`src/hw/rtl/bezier_path_mover_assert.svh`:
```
// Assertion macros shared by the bezier path mover RTL.
// Each macro checks on the rising edge of clk and is disabled while rst is high.
`ifndef BEZIER_PATH_MOVER_ASSERT_SVH
`define BEZIER_PATH_MOVER_ASSERT_SVH

// The consequent must hold in the same cycle as the antecedent.
`define BPM_ASSERT_SAME(label, ante, cons, msg) \
  label: assert property (@(posedge clk) disable iff (rst) (ante) |-> (cons)) \
    else $error(msg);

// The consequent must hold in the cycle after the antecedent.
`define BPM_ASSERT_NEXT(label, ante, cons, msg) \
  label: assert property (@(posedge clk) disable iff (rst) (ante) |=> (cons)) \
    else $error(msg);

`endif

```
`src/hw/rtl/bpm_pkg.sv`:
```
`timescale 1ns / 1ps

package bpm_pkg;

  localparam int POS_W       = 24;
  localparam int T_FRAC_BITS = 16;
  localparam int PHASE_W     = T_FRAC_BITS + 1;
  localparam int PROD_W      = PHASE_W + 1 + POS_W;
  localparam int ACC_W       = PROD_W + 2;
  localparam int PT_W        = ACC_W - T_FRAC_BITS;
  localparam int SAT_W       = 32;

  localparam logic [PHASE_W-1:0]      T_ONE    = {1'b1, {T_FRAC_BITS{1'b0}}};
  localparam logic signed [ACC_W-1:0] RND_HALF = ACC_W'(1) << (T_FRAC_BITS - 1);
  localparam logic signed [SAT_W-1:0] POS_MAX  = SAT_W'((64'sd1 <<< (POS_W - 1)) - 1);
  localparam logic signed [SAT_W-1:0] POS_MIN  = -SAT_W'(64'sd1 <<< (POS_W - 1));

  localparam logic OP_START  = 1'b0;
  localparam logic OP_UPDATE = 1'b1;

  typedef enum logic [2:0] {
    REG_C1_X,
    REG_C1_Y,
    REG_C2_X,
    REG_C2_Y,
    REG_END_X,
    REG_END_Y,
    REG_ABS_MODE
  } bpm_reg_t;

  typedef enum logic [3:0] {
    ST_IDLE,
    ST_START,
    ST_TT,
    ST_TU,
    ST_W1,
    ST_W2,
    ST_W3,
    ST_X1,
    ST_X2,
    ST_X3,
    ST_Y1,
    ST_Y2,
    ST_Y3,
    ST_SUM,
    ST_OUT
  } bpm_state_t;

  typedef struct packed {
    logic                     op;
    logic [PHASE_W-1:0]       phase;
    logic signed [POS_W-1:0]  pos_x;
    logic signed [POS_W-1:0]  pos_y;
  } bpm_item_t;

  typedef struct packed {
    logic signed [POS_W-1:0]  out_x;
    logic signed [POS_W-1:0]  out_y;
  } bpm_result_t;

  typedef struct packed {
    logic signed [POS_W-1:0]  c1_x;
    logic signed [POS_W-1:0]  c1_y;
    logic signed [POS_W-1:0]  c2_x;
    logic signed [POS_W-1:0]  c2_y;
    logic signed [POS_W-1:0]  end_x;
    logic signed [POS_W-1:0]  end_y;
    logic                     absolute_mode;
  } bpm_cfg_t;

  function automatic logic signed [POS_W-1:0] sat_pos(input logic signed [SAT_W-1:0] v);
    if (v > POS_MAX) begin
      return POS_MAX[POS_W-1:0];
    end else if (v < POS_MIN) begin
      return POS_MIN[POS_W-1:0];
    end
    return v[POS_W-1:0];
  endfunction

endpackage

```
`src/hw/rtl/bpm_apb_regs.sv`:
```
`timescale 1ns / 1ps

module bpm_apb_regs (
  input  logic              clk,
  input  logic              rst,
  input  logic              psel,
  input  logic              penable,
  input  logic              pwrite,
  input  logic [4:0]        paddr,
  input  logic [31:0]       pwdata,
  output logic [31:0]       prdata,
  output logic              pready,
  output bpm_pkg::bpm_cfg_t cfg
);
  import bpm_pkg::*;

  logic [2:0] reg_idx;
  logic       wr_en;

  assign pready  = 1'b1;
  assign reg_idx = paddr[4:2];
  assign wr_en   = psel && penable && pwrite && pready;

  always_ff @(posedge clk) begin
    if (rst) begin
      cfg <= '0;
    end else if (wr_en) begin
      case (reg_idx)
        REG_C1_X:     cfg.c1_x          <= pwdata[POS_W-1:0];
        REG_C1_Y:     cfg.c1_y          <= pwdata[POS_W-1:0];
        REG_C2_X:     cfg.c2_x          <= pwdata[POS_W-1:0];
        REG_C2_Y:     cfg.c2_y          <= pwdata[POS_W-1:0];
        REG_END_X:    cfg.end_x         <= pwdata[POS_W-1:0];
        REG_END_Y:    cfg.end_y         <= pwdata[POS_W-1:0];
        REG_ABS_MODE: cfg.absolute_mode <= pwdata[0];
        default: begin
        end
      endcase
    end
  end

  always_comb begin
    case (reg_idx)
      REG_C1_X:     prdata = 32'(cfg.c1_x);
      REG_C1_Y:     prdata = 32'(cfg.c1_y);
      REG_C2_X:     prdata = 32'(cfg.c2_x);
      REG_C2_Y:     prdata = 32'(cfg.c2_y);
      REG_END_X:    prdata = 32'(cfg.end_x);
      REG_END_Y:    prdata = 32'(cfg.end_y);
      REG_ABS_MODE: prdata = {31'd0, cfg.absolute_mode};
      default:      prdata = '0;
    endcase
  end

endmodule

```
`src/hw/rtl/bezier_path_mover.sv`:
```
`timescale 1ns / 1ps
// An update transfer steps through the states TT, TU, W1-W3, X1-X3, Y1-Y3 and SUM, a start
// transfer through START; both then wait in OUT until the result register is free.
// The block takes no new item until it is back in IDLE; the update sequence is set
// by the single shared 18x24 multiplier, which forms all eleven products of an update.
// Reset (synchronous, active high) clears the registers, origin, last position and
// relative points to zero and leaves the block idle with no result pending.

`include "bezier_path_mover_assert.svh"

module bezier_path_mover (
  input  logic                 clk,
  input  logic                 rst,
  input  logic                 item_valid,
  output logic                 item_stall,
  input  bpm_pkg::bpm_item_t   item,
  output logic                 result_valid,
  input  logic                 result_stall,
  output bpm_pkg::bpm_result_t result,
  input  logic                 psel,
  input  logic                 penable,
  input  logic                 pwrite,
  input  logic [4:0]           paddr,
  input  logic [31:0]          pwdata,
  output logic [31:0]          prdata,
  output logic                 pready
);
  import bpm_pkg::*;

  bpm_cfg_t   cfg;
  bpm_state_t state, state_next;

  logic                     op_q;
  logic [PHASE_W-1:0]       t_q, u_q;
  logic signed [POS_W-1:0]  pos_x_q, pos_y_q;
  logic [PHASE_W-1:0]       tt, tu3, w1, w2, w3;
  logic signed [ACC_W-1:0]  acc_x, acc_y;
  logic signed [POS_W-1:0]  res_x, res_y;
  logic signed [POS_W-1:0]  origin_x, origin_y, last_x, last_y;
  logic signed [POS_W-1:0]  rel_c1_x, rel_c1_y, rel_c2_x, rel_c2_y, rel_end_x, rel_end_y;

  logic [PHASE_W-1:0]       mul_a;
  logic signed [POS_W-1:0]  mul_b;
  logic signed [PROD_W-1:0] prod;
  logic [PHASE_W-1:0]       wt;
  logic signed [ACC_W-1:0]  rnd_x, rnd_y;
  logic signed [PT_W-1:0]   pt_x, pt_y;
  logic signed [POS_W-1:0]  off_x, off_y;
  logic                     accept, out_free, load_out;

  bpm_apb_regs u_regs (
    .clk     (clk),
    .rst     (rst),
    .psel    (psel),
    .penable (penable),
    .pwrite  (pwrite),
    .paddr   (paddr),
    .pwdata  (pwdata),
    .prdata  (prdata),
    .pready  (pready),
    .cfg     (cfg)
  );

  assign item_stall = (state != ST_IDLE);
  assign accept     = item_valid && !item_stall;
  assign out_free   = !result_valid || !result_stall;

  assign u_q   = T_ONE - t_q;
  assign prod  = $signed({1'b0, mul_a}) * mul_b;
  assign wt    = prod[T_FRAC_BITS +: PHASE_W];
  assign rnd_x = acc_x + RND_HALF;
  assign rnd_y = acc_y + RND_HALF;
  assign pt_x  = PT_W'(rnd_x >>> T_FRAC_BITS);
  assign pt_y  = PT_W'(rnd_y >>> T_FRAC_BITS);
  assign off_x = cfg.absolute_mode ? pos_x_q : '0;
  assign off_y = cfg.absolute_mode ? pos_y_q : '0;

  always_comb begin
    unique case (state)
      ST_IDLE:  state_next = accept ? ((item.op == OP_START) ? ST_START : ST_TT) : ST_IDLE;
      ST_START: state_next = ST_OUT;
      ST_TT:    state_next = ST_TU;
      ST_TU:    state_next = ST_W1;
      ST_W1:    state_next = ST_W2;
      ST_W2:    state_next = ST_W3;
      ST_W3:    state_next = ST_X1;
      ST_X1:    state_next = ST_X2;
      ST_X2:    state_next = ST_X3;
      ST_X3:    state_next = ST_Y1;
      ST_Y1:    state_next = ST_Y2;
      ST_Y2:    state_next = ST_Y3;
      ST_Y3:    state_next = ST_SUM;
      ST_SUM:   state_next = ST_OUT;
      ST_OUT:   state_next = out_free ? ST_IDLE : ST_OUT;
      default:  state_next = ST_IDLE;
    endcase
  end

  always_comb begin
    mul_a    = t_q;
    mul_b    = POS_W'(t_q);
    load_out = 1'b0;
    unique case (state)
      ST_TU: begin
        mul_b = POS_W'(u_q);
      end
      ST_W1: begin
        mul_a = tu3;
        mul_b = POS_W'(u_q);
      end
      ST_W2: begin
        mul_a = tu3;
      end
      ST_W3: begin
        mul_a = tt;
      end
      ST_X1: begin
        mul_a = w1;
        mul_b = rel_c1_x;
      end
      ST_X2: begin
        mul_a = w2;
        mul_b = rel_c2_x;
      end
      ST_X3: begin
        mul_a = w3;
        mul_b = rel_end_x;
      end
      ST_Y1: begin
        mul_a = w1;
        mul_b = rel_c1_y;
      end
      ST_Y2: begin
        mul_a = w2;
        mul_b = rel_c2_y;
      end
      ST_Y3: begin
        mul_a = w3;
        mul_b = rel_end_y;
      end
      ST_OUT: begin
        load_out = out_free;
      end
      default: begin
      end
    endcase
  end

  always_ff @(posedge clk) begin
    if (rst) begin
      state <= ST_IDLE;
    end else begin
      state <= state_next;
    end
  end

  // Curve arithmetic; the multiplier product is consumed by exactly one register per cycle.
  always_ff @(posedge clk) begin
    if (accept) begin
      op_q    <= item.op;
      t_q     <= (item.phase > T_ONE) ? T_ONE : item.phase;
      pos_x_q <= item.pos_x;
      pos_y_q <= item.pos_y;
    end
    unique case (state)
      ST_TT: tt  <= wt;
      ST_TU: tu3 <= PHASE_W'({wt, 1'b0}) + wt;
      ST_W1: w1  <= wt;
      ST_W2: w2  <= wt;
      ST_W3: w3  <= wt;
      ST_X1: acc_x <= ACC_W'(prod);
      ST_X2, ST_X3: acc_x <= acc_x + ACC_W'(prod);
      ST_Y1: acc_y <= ACC_W'(prod);
      ST_Y2, ST_Y3: acc_y <= acc_y + ACC_W'(prod);
      ST_SUM: begin
        res_x <= sat_pos(SAT_W'(origin_x) + SAT_W'(pt_x));
        res_y <= sat_pos(SAT_W'(origin_y) + SAT_W'(pt_y));
      end
      ST_START: begin
        res_x <= pos_x_q;
        res_y <= pos_y_q;
      end
      default: begin
      end
    endcase
  end

  // Path state that persists from one item to the next.
  always_ff @(posedge clk) begin
    if (rst) begin
      origin_x  <= '0;
      origin_y  <= '0;
      last_x    <= '0;
      last_y    <= '0;
      rel_c1_x  <= '0;
      rel_c1_y  <= '0;
      rel_c2_x  <= '0;
      rel_c2_y  <= '0;
      rel_end_x <= '0;
      rel_end_y <= '0;
    end else begin
      if (state == ST_START) begin
        origin_x  <= pos_x_q;
        origin_y  <= pos_y_q;
        rel_c1_x  <= sat_pos(SAT_W'(cfg.c1_x) - SAT_W'(off_x));
        rel_c1_y  <= sat_pos(SAT_W'(cfg.c1_y) - SAT_W'(off_y));
        rel_c2_x  <= sat_pos(SAT_W'(cfg.c2_x) - SAT_W'(off_x));
        rel_c2_y  <= sat_pos(SAT_W'(cfg.c2_y) - SAT_W'(off_y));
        rel_end_x <= sat_pos(SAT_W'(cfg.end_x) - SAT_W'(off_x));
        rel_end_y <= sat_pos(SAT_W'(cfg.end_y) - SAT_W'(off_y));
      end else if (state == ST_TT) begin
        origin_x <= sat_pos(SAT_W'(origin_x) + SAT_W'(pos_x_q) - SAT_W'(last_x));
        origin_y <= sat_pos(SAT_W'(origin_y) + SAT_W'(pos_y_q) - SAT_W'(last_y));
      end
      if (load_out) begin
        last_x <= res_x;
        last_y <= res_y;
      end
    end
  end

  always_ff @(posedge clk) begin
    if (rst) begin
      result_valid <= 1'b0;
    end else if (load_out) begin
      result_valid <= 1'b1;
    end else if (!result_stall) begin
      result_valid <= 1'b0;
    end
  end

  always_ff @(posedge clk) begin
    if (load_out) begin
      result.out_x <= res_x;
      result.out_y <= res_y;
    end
  end

  `BPM_ASSERT_NEXT(a_accept_busy, accept, state != ST_IDLE, "accepted item left block idle")
  `BPM_ASSERT_SAME(a_result_from_out, $rose(result_valid), $past(state == ST_OUT), "result outside OUT")
  `BPM_ASSERT_NEXT(a_last_holds, state != ST_OUT, $stable(last_x) && $stable(last_y), "last moved early")
  `BPM_ASSERT_SAME(a_start_path, state == ST_START, op_q == OP_START, "start state on update item")

endmodule

```
`config.mk`:
```
export PLATFORM = sky130hd
export DESIGN_NAME = bezier_path_mover
export DESIGN_NICKNAME = d
export VERILOG_FILES = /design/src/hw/rtl/bpm_pkg.sv /design/src/hw/rtl/bpm_apb_regs.sv /design/src/hw/rtl/bezier_path_mover.sv
export VERILOG_INCLUDE_DIRS = /design/src /design/src/hw/rtl
export SDC_FILE = /design/constraint.sdc
export NUM_CORES = 2
export LEC_CHECK = 0
export ABC_AREA = 0
export BUFFER_PORTS_ARGS = -buffer_cell sky130_fd_sc_hd__buf_2
export CAP_MARGIN = 20
export CORE_MARGIN = 2
export CORE_UTILIZATION = 55
export DETAILED_ROUTE_END_ITERATION = 6
export PLACE_DENSITY = 0.72
export SLEW_MARGIN = 30
export SYNTH_ARGS = -nofsm -noshare
export SYNTH_HDL_FRONTEND = slang
export SYNTH_SLANG_ARGS = --single-unit
```
`constraint.sdc`:
```
create_clock -name clk -period 25.9 [get_ports clk]
set_input_delay 3.885 -clock clk [delete_from_list [all_inputs] [get_ports clk]]
set_output_delay 3.885 -clock clk [all_outputs]
set_load 0.01 [all_outputs]
```
# Word-level counts from Yosys, hierarchy flattened
# Cells that the tools add are included.
# word_totals
mem_bits_ro	0
regBits	724
elab_cells	213
latch_bits	0
input_bits	110
memories	0
ramBits	0
# op_classes
n_eq_ne	21
muxes	90
n_reduce_logical	29
bitwise	0
multipliers	1
n_addsub	18
div	0
magnitude_cmp	21
shifts	0
# op_table
op	n
two-way mux 24 bit	36
one-hot mux 32 bit (7 select lines)	1
one-hot mux 44 bit (2 select lines)	2
one-hot mux 24 bit (7 select lines)	1
> comparator 25 x 24 -> 1 bit (second input constant)	6
< comparator 25 x 24 -> 1 bit (second input constant)	6
subtractor 24 x 24 -> 25 bit	6
one-hot mux 24 bit (2 select lines)	2
adder 44 x 17 -> 44 bit (second input constant)	2
adder 44 x 42 -> 44 bit	2
one-hot mux 17 bit (5 select lines)	1
adder 24 x 28 -> 29 bit	2
> comparator 29 x 24 -> 1 bit (second input constant)	2
< comparator 29 x 24 -> 1 bit (second input constant)	2
one-hot mux 4 bit (14 select lines)	1
> comparator 26 x 24 -> 1 bit (second input constant)	2
< comparator 26 x 24 -> 1 bit (second input constant)	2
subtractor 25 x 24 -> 26 bit	2
adder 24 x 24 -> 25 bit	2
two-way mux 1 bit	43
multiplier 18 x 24 -> 42 bit	1
== test 4 bit (second input constant)	7
adder 17 bit	1
> comparator 17 bit (second input constant)	1
other kinds (19)	47

# Depth between registers and ports, before layout
# depth
ltp_word	11
ltp_mapped	45
mapped_depth_nobuf	42

# Modules after synthesis
# A second synthesis with hierarchy kept.
# unflattened
hier_cells	7187
area_unflattened_um2	64206.6
# modules_own_cells
module	seq_area_each_um2	cells_per_inst	instances	area_per_inst_um2
bezier_path_mover	14934.3	6530	1	57178.6
bpm_apb_regs	2902.8	657	1	7028.0

# Worst setup path before layout
# OpenSTA, ideal clock, no wires.
# synth_path
path_type	register to register
from	register state[3]
to	register acc_x[43] (data pin)
path_buffers	3
arrival_time_ns	10.755
path_stages_with_launch	41
setup_ns	0.284
synth_period_minus_slack_ns	11.039
setup_slack_ns	14.861
path_cell_list	dfxtp_1 -> nand2b_1 -> clkbuf_1 -> nor3_1 -> or2_2 -> clkbuf_1 -> nand2_1 -> o31ai_1 -> a211oi_1 -> clkbuf_1 -> nor2_1 -> fa_1 -> inv_1 -> fa_1 -> fa_1 -> fa_1 -> inv_1 -> fa_1 -> [5 not listed] -> a41oi_2 -> a31oi_1 -> o41a_1 -> a311oi_1 -> o21ai_0 -> xnor2_1 -> ha_1 -> a211oi_1 -> o211ai_1 -> nand2_1 -> a21oi_1 -> a211oi_1 -> nor4b_1 -> nor3_1 -> o211ai_1 -> a41oi_1 -> mux2i_1 -> xor2_1
# synth_between
elab_chain_len	6
word_cells_on_any_way	21
# synth_rtl
element	line_no	text
start, declared	bezier_path_mover.sv:31	bpm_state_t state, state_next;
start signal, assigned	bezier_path_mover.sv:153	state <= state_next;
== test 4 x 3 -> 1 bit (tied with other cells)	bezier_path_mover.sv:103	unique case (state)
OR reduction 2 bit (no source line)	-	
one-hot mux 24 bit (7 select lines) or one-hot mux 17 bit (5 select lines) (tied branches)	bezier_path_mover.sv:103	
multiplier 18 x 24 -> 42 bit (*)	bezier_path_mover.sv:69	assign prod = $signed({1'b0, mul_a}) * mul_b;
net prod[26]	bezier_path_mover.sv:44	logic signed [PROD_W-1:0] prod;
adder 44 x 42 -> 44 bit (*)	bezier_path_mover.sv:172	ST_X2, ST_X3: acc_x <= acc_x + ACC_W'(prod);
one-hot mux 44 bit (2 select lines) (*)	bezier_path_mover.sv:165	unique case (state)
end signal, assigned	bezier_path_mover.sv:171	ST_X1: acc_x <= ACC_W'(prod);
end signal, assigned	bezier_path_mover.sv:172	
end, declared	bezier_path_mover.sv:37	logic signed [ACC_W-1:0] acc_x, acc_y;
# The timed path passes the listed nets; every way through them passes the cells marked *.
# A chain may end at the register's enable or synchronous reset.

# Worst setup path after layout
# layout_path
from	register state[2]
to	register acc_x[43] (data pin)
# The elaborated chain is that of the path after synthesis.

==> impl_metrics.py <==
metrics = {
    "cells_and_area": {
        "drive_above_1_share": 0.0745,
        "fill_cells": 9983,
        "mostFrequentLayoutCells": "928 x nand2_1, 831 x inv_1, 729 x nor2_1, 615 x a21oi_1, 462 x ha_1",
        "final_net_count": 8535,
        "area_growth_pct": 8.76,
        "design_area_sq_mm": 0.0692,
        "final_common_cell": "nand2_1",
    },
    "drt": {
        "via_per_inst": 6.17,
        "drtPass1Iterations": 7,
        "wl_mm": 208,
        "drc": 1,
        "vias": 56100,
        "drtIter0Drc": 6204,
        "ant_nets": 0,
        "post_drt_wl_per_cell_microns": 22.8,
    },
    "synthesis": {
        "synth_flop_cell": "dfxtp_1",
        "syn_nets": 8481,
        "syn-cell-area_sq_mm": 0.0636,
        "netlist_instances": 7449,
        "ys_warn_count": 0,
        "seq_area_frac_synth": 0.280,
        "async_flop_share": 0,
        "synth-seq-cells": 724,
        "ys_types": 92,
        "syn_area_per_cell_sq_um": 8.54,
        "synth_edf_count": 334,
    },
    "floorplan": {
        "dieArea_sq_mm": 0.118,
        "placementRows": 124,
        "initial_core_util": 0.556,
        "num_io_pins": 193,
        "die_x_microns": 344,
        "core-area_sq_mm": 0.115,
        "die_y_microns": 344,
    },
    "critical_path": {
        "path_max_fanout": 20,
        "cp.required_ns": 26.35,
        "worst-endpoint-arrival_ns": 13.37,
        "crit_slowest_cell": "a211o_1",
        "critPathMaxStageDelay_ns": 0.75,
        "start_kind": "flip-flop",
        "critPathKind": "reg2reg",
        "cp-end-kind": "flip-flop",
    },
    "global_route": {
        "groute.usage.overall": 0.350,
        "grt_pass1_vias": 53600,
        "antenna_found_initial": 10,
        "grt_start_max_net_pins": 212,
        "grt_overflow": 0,
        "grt_pass1_wl_mm": 316,
    },
    "clocking": {
        "clk_path_buf_depth": 3,
        "cts_setup_buffers": 0,
        "clk_pin_slew_ns": 0.06,
        "insertion_delay_ns": 0.71,
        "cts_root_buf": "clkbuf_16",
        "cts_tree": "done",
        "cts_sinks": 724,
        "htree_levels": 3,
        "cts-buffers-inserted": 83,
        "cts_resized": 0,
        "ctsHoldBuffers": 0,
    },
    "timing": {
        "fin_setup_tns_ns": 0,
        "fin_worst_skew_ns": 0.0566,
        "hold_viol": 0,
        "fin_crit_sh": 0.499,
        "grt_setup_unrepaired": "false",
        "max_freq_ghz": 0.0774,
        "max_slew.worst_pin.slew_ns": 1.19,
        "maxSlewHeadroom": 0.197,
        "maxSlewViolCount": 0,
        "setup_viol": 0,
        "period_needed_ns": 12.92,
    },
    "placement": {
        "dpl.hpwl_mm": 157,
        "dpl-instance-area_sq_mm": 0.0663,
        "place.gp.congestion": 0.992,
        "port_buffers": 181,
    },
    "run_status": {
        "run_status": "complete, but fails checks",
        "violations": "design-rule violations",
    },
    "worst_hold_path": {
        "hp-class": "reg2reg",
    },
    "job": {
        "maxCapViolCount": 0,
    },
}
[final cells by class]
class,instances,area (sq um),area share
diodes,8,20.0,0.000289
clock buffers,108,2280,0.0330
clock inverters,45,531,0.00767
inverters,833,3130,0.0452
multi-input cells,5568,41700,0.602
flip-flops and latches,724,17800,0.258
well taps,1512,1890,0.0273
repair buffers,293,1840,0.0265
[worst max-delay path: cells and delay by family, from the launching register on]
kind	cells	cell delay [ns]
compound gates	11	3.26
xor+xnor	2	0.67
fa+ha+maj	8	3.79
buf+inv	7	1.19
flops	1	0.64
mux	1	0.24
simple gates	11	2.79
[worst paths after layout]
path	start	endpoint	slack [ns]	cells after the start
min	res_x[18]	result[42]	0.45	0
min reg2reg	res_x[18]	result[42]	0.45	0
max	state[2]	acc_x[43]	12.98	40
max reg2reg	state[2]	acc_x[43]	12.98	40
[synthesized netlist by cell type (168+ instances only)]
library cell / number / area share
edfxtp_1: 334 / 0.16
dfxtp_1: 390 / 0.12
inv_1: 832 / 0.049
clkbuf_1: 288 / 0.017
a21oi_1: 616 / 0.048
xnor2_1: 245 / 0.034
nor2_1: 738 / 0.044
fa_1: 460 / 0.14
o21ai_0: 287 / 0.023
ha_1: 462 / 0.091
a211oi_1: 168 / 0.020
nand2_1: 935 / 0.055
a22oi_1: 187 / 0.022
[per-stage QoR]
stage               setup slack, ns  hold slack, ns  std cells   util
floorplan                     14.86           0.426       7449      -
global placement              13.07           0.429       8925  0.578
detailed placement            13.04           0.438       8927  0.579
CTS                           12.93           0.452       9080  0.603
global route                  12.63           0.460       9086  0.604
finish                        12.98           0.451       9091  0.604
[flip-flops by register name (all words and copies together), names as in the netlist, 44 cells and up]
name	count
acc_x	44
acc_y	44
result	48
u_regs.cfg	145
[cells by family after synthesis]
kind of cell | Yosys count | synth area share
xor+xnor | 380 | 0.0524
compound gates | 1868 | 0.190
simple gates | 2296 | 0.156
flops | 724 | 0.280
buf+inv | 1157 | 0.0694
fa+ha+maj | 1009 | 0.249
mux | 14 | 0.00238
other cells | 1 | 0.0000589
[metal layers]
metal | routed length [microns] | track usage
met3 | 21300 | 0.0750
met5 | 56 | 0
met1 | 84300 | 0.475
met2 | 91100 | 0.536
met4 | 10900 | 0.160
Power is not shown: default switching activity piles up to over one toggle a cycle in this logic, so the estimate is an artifact.
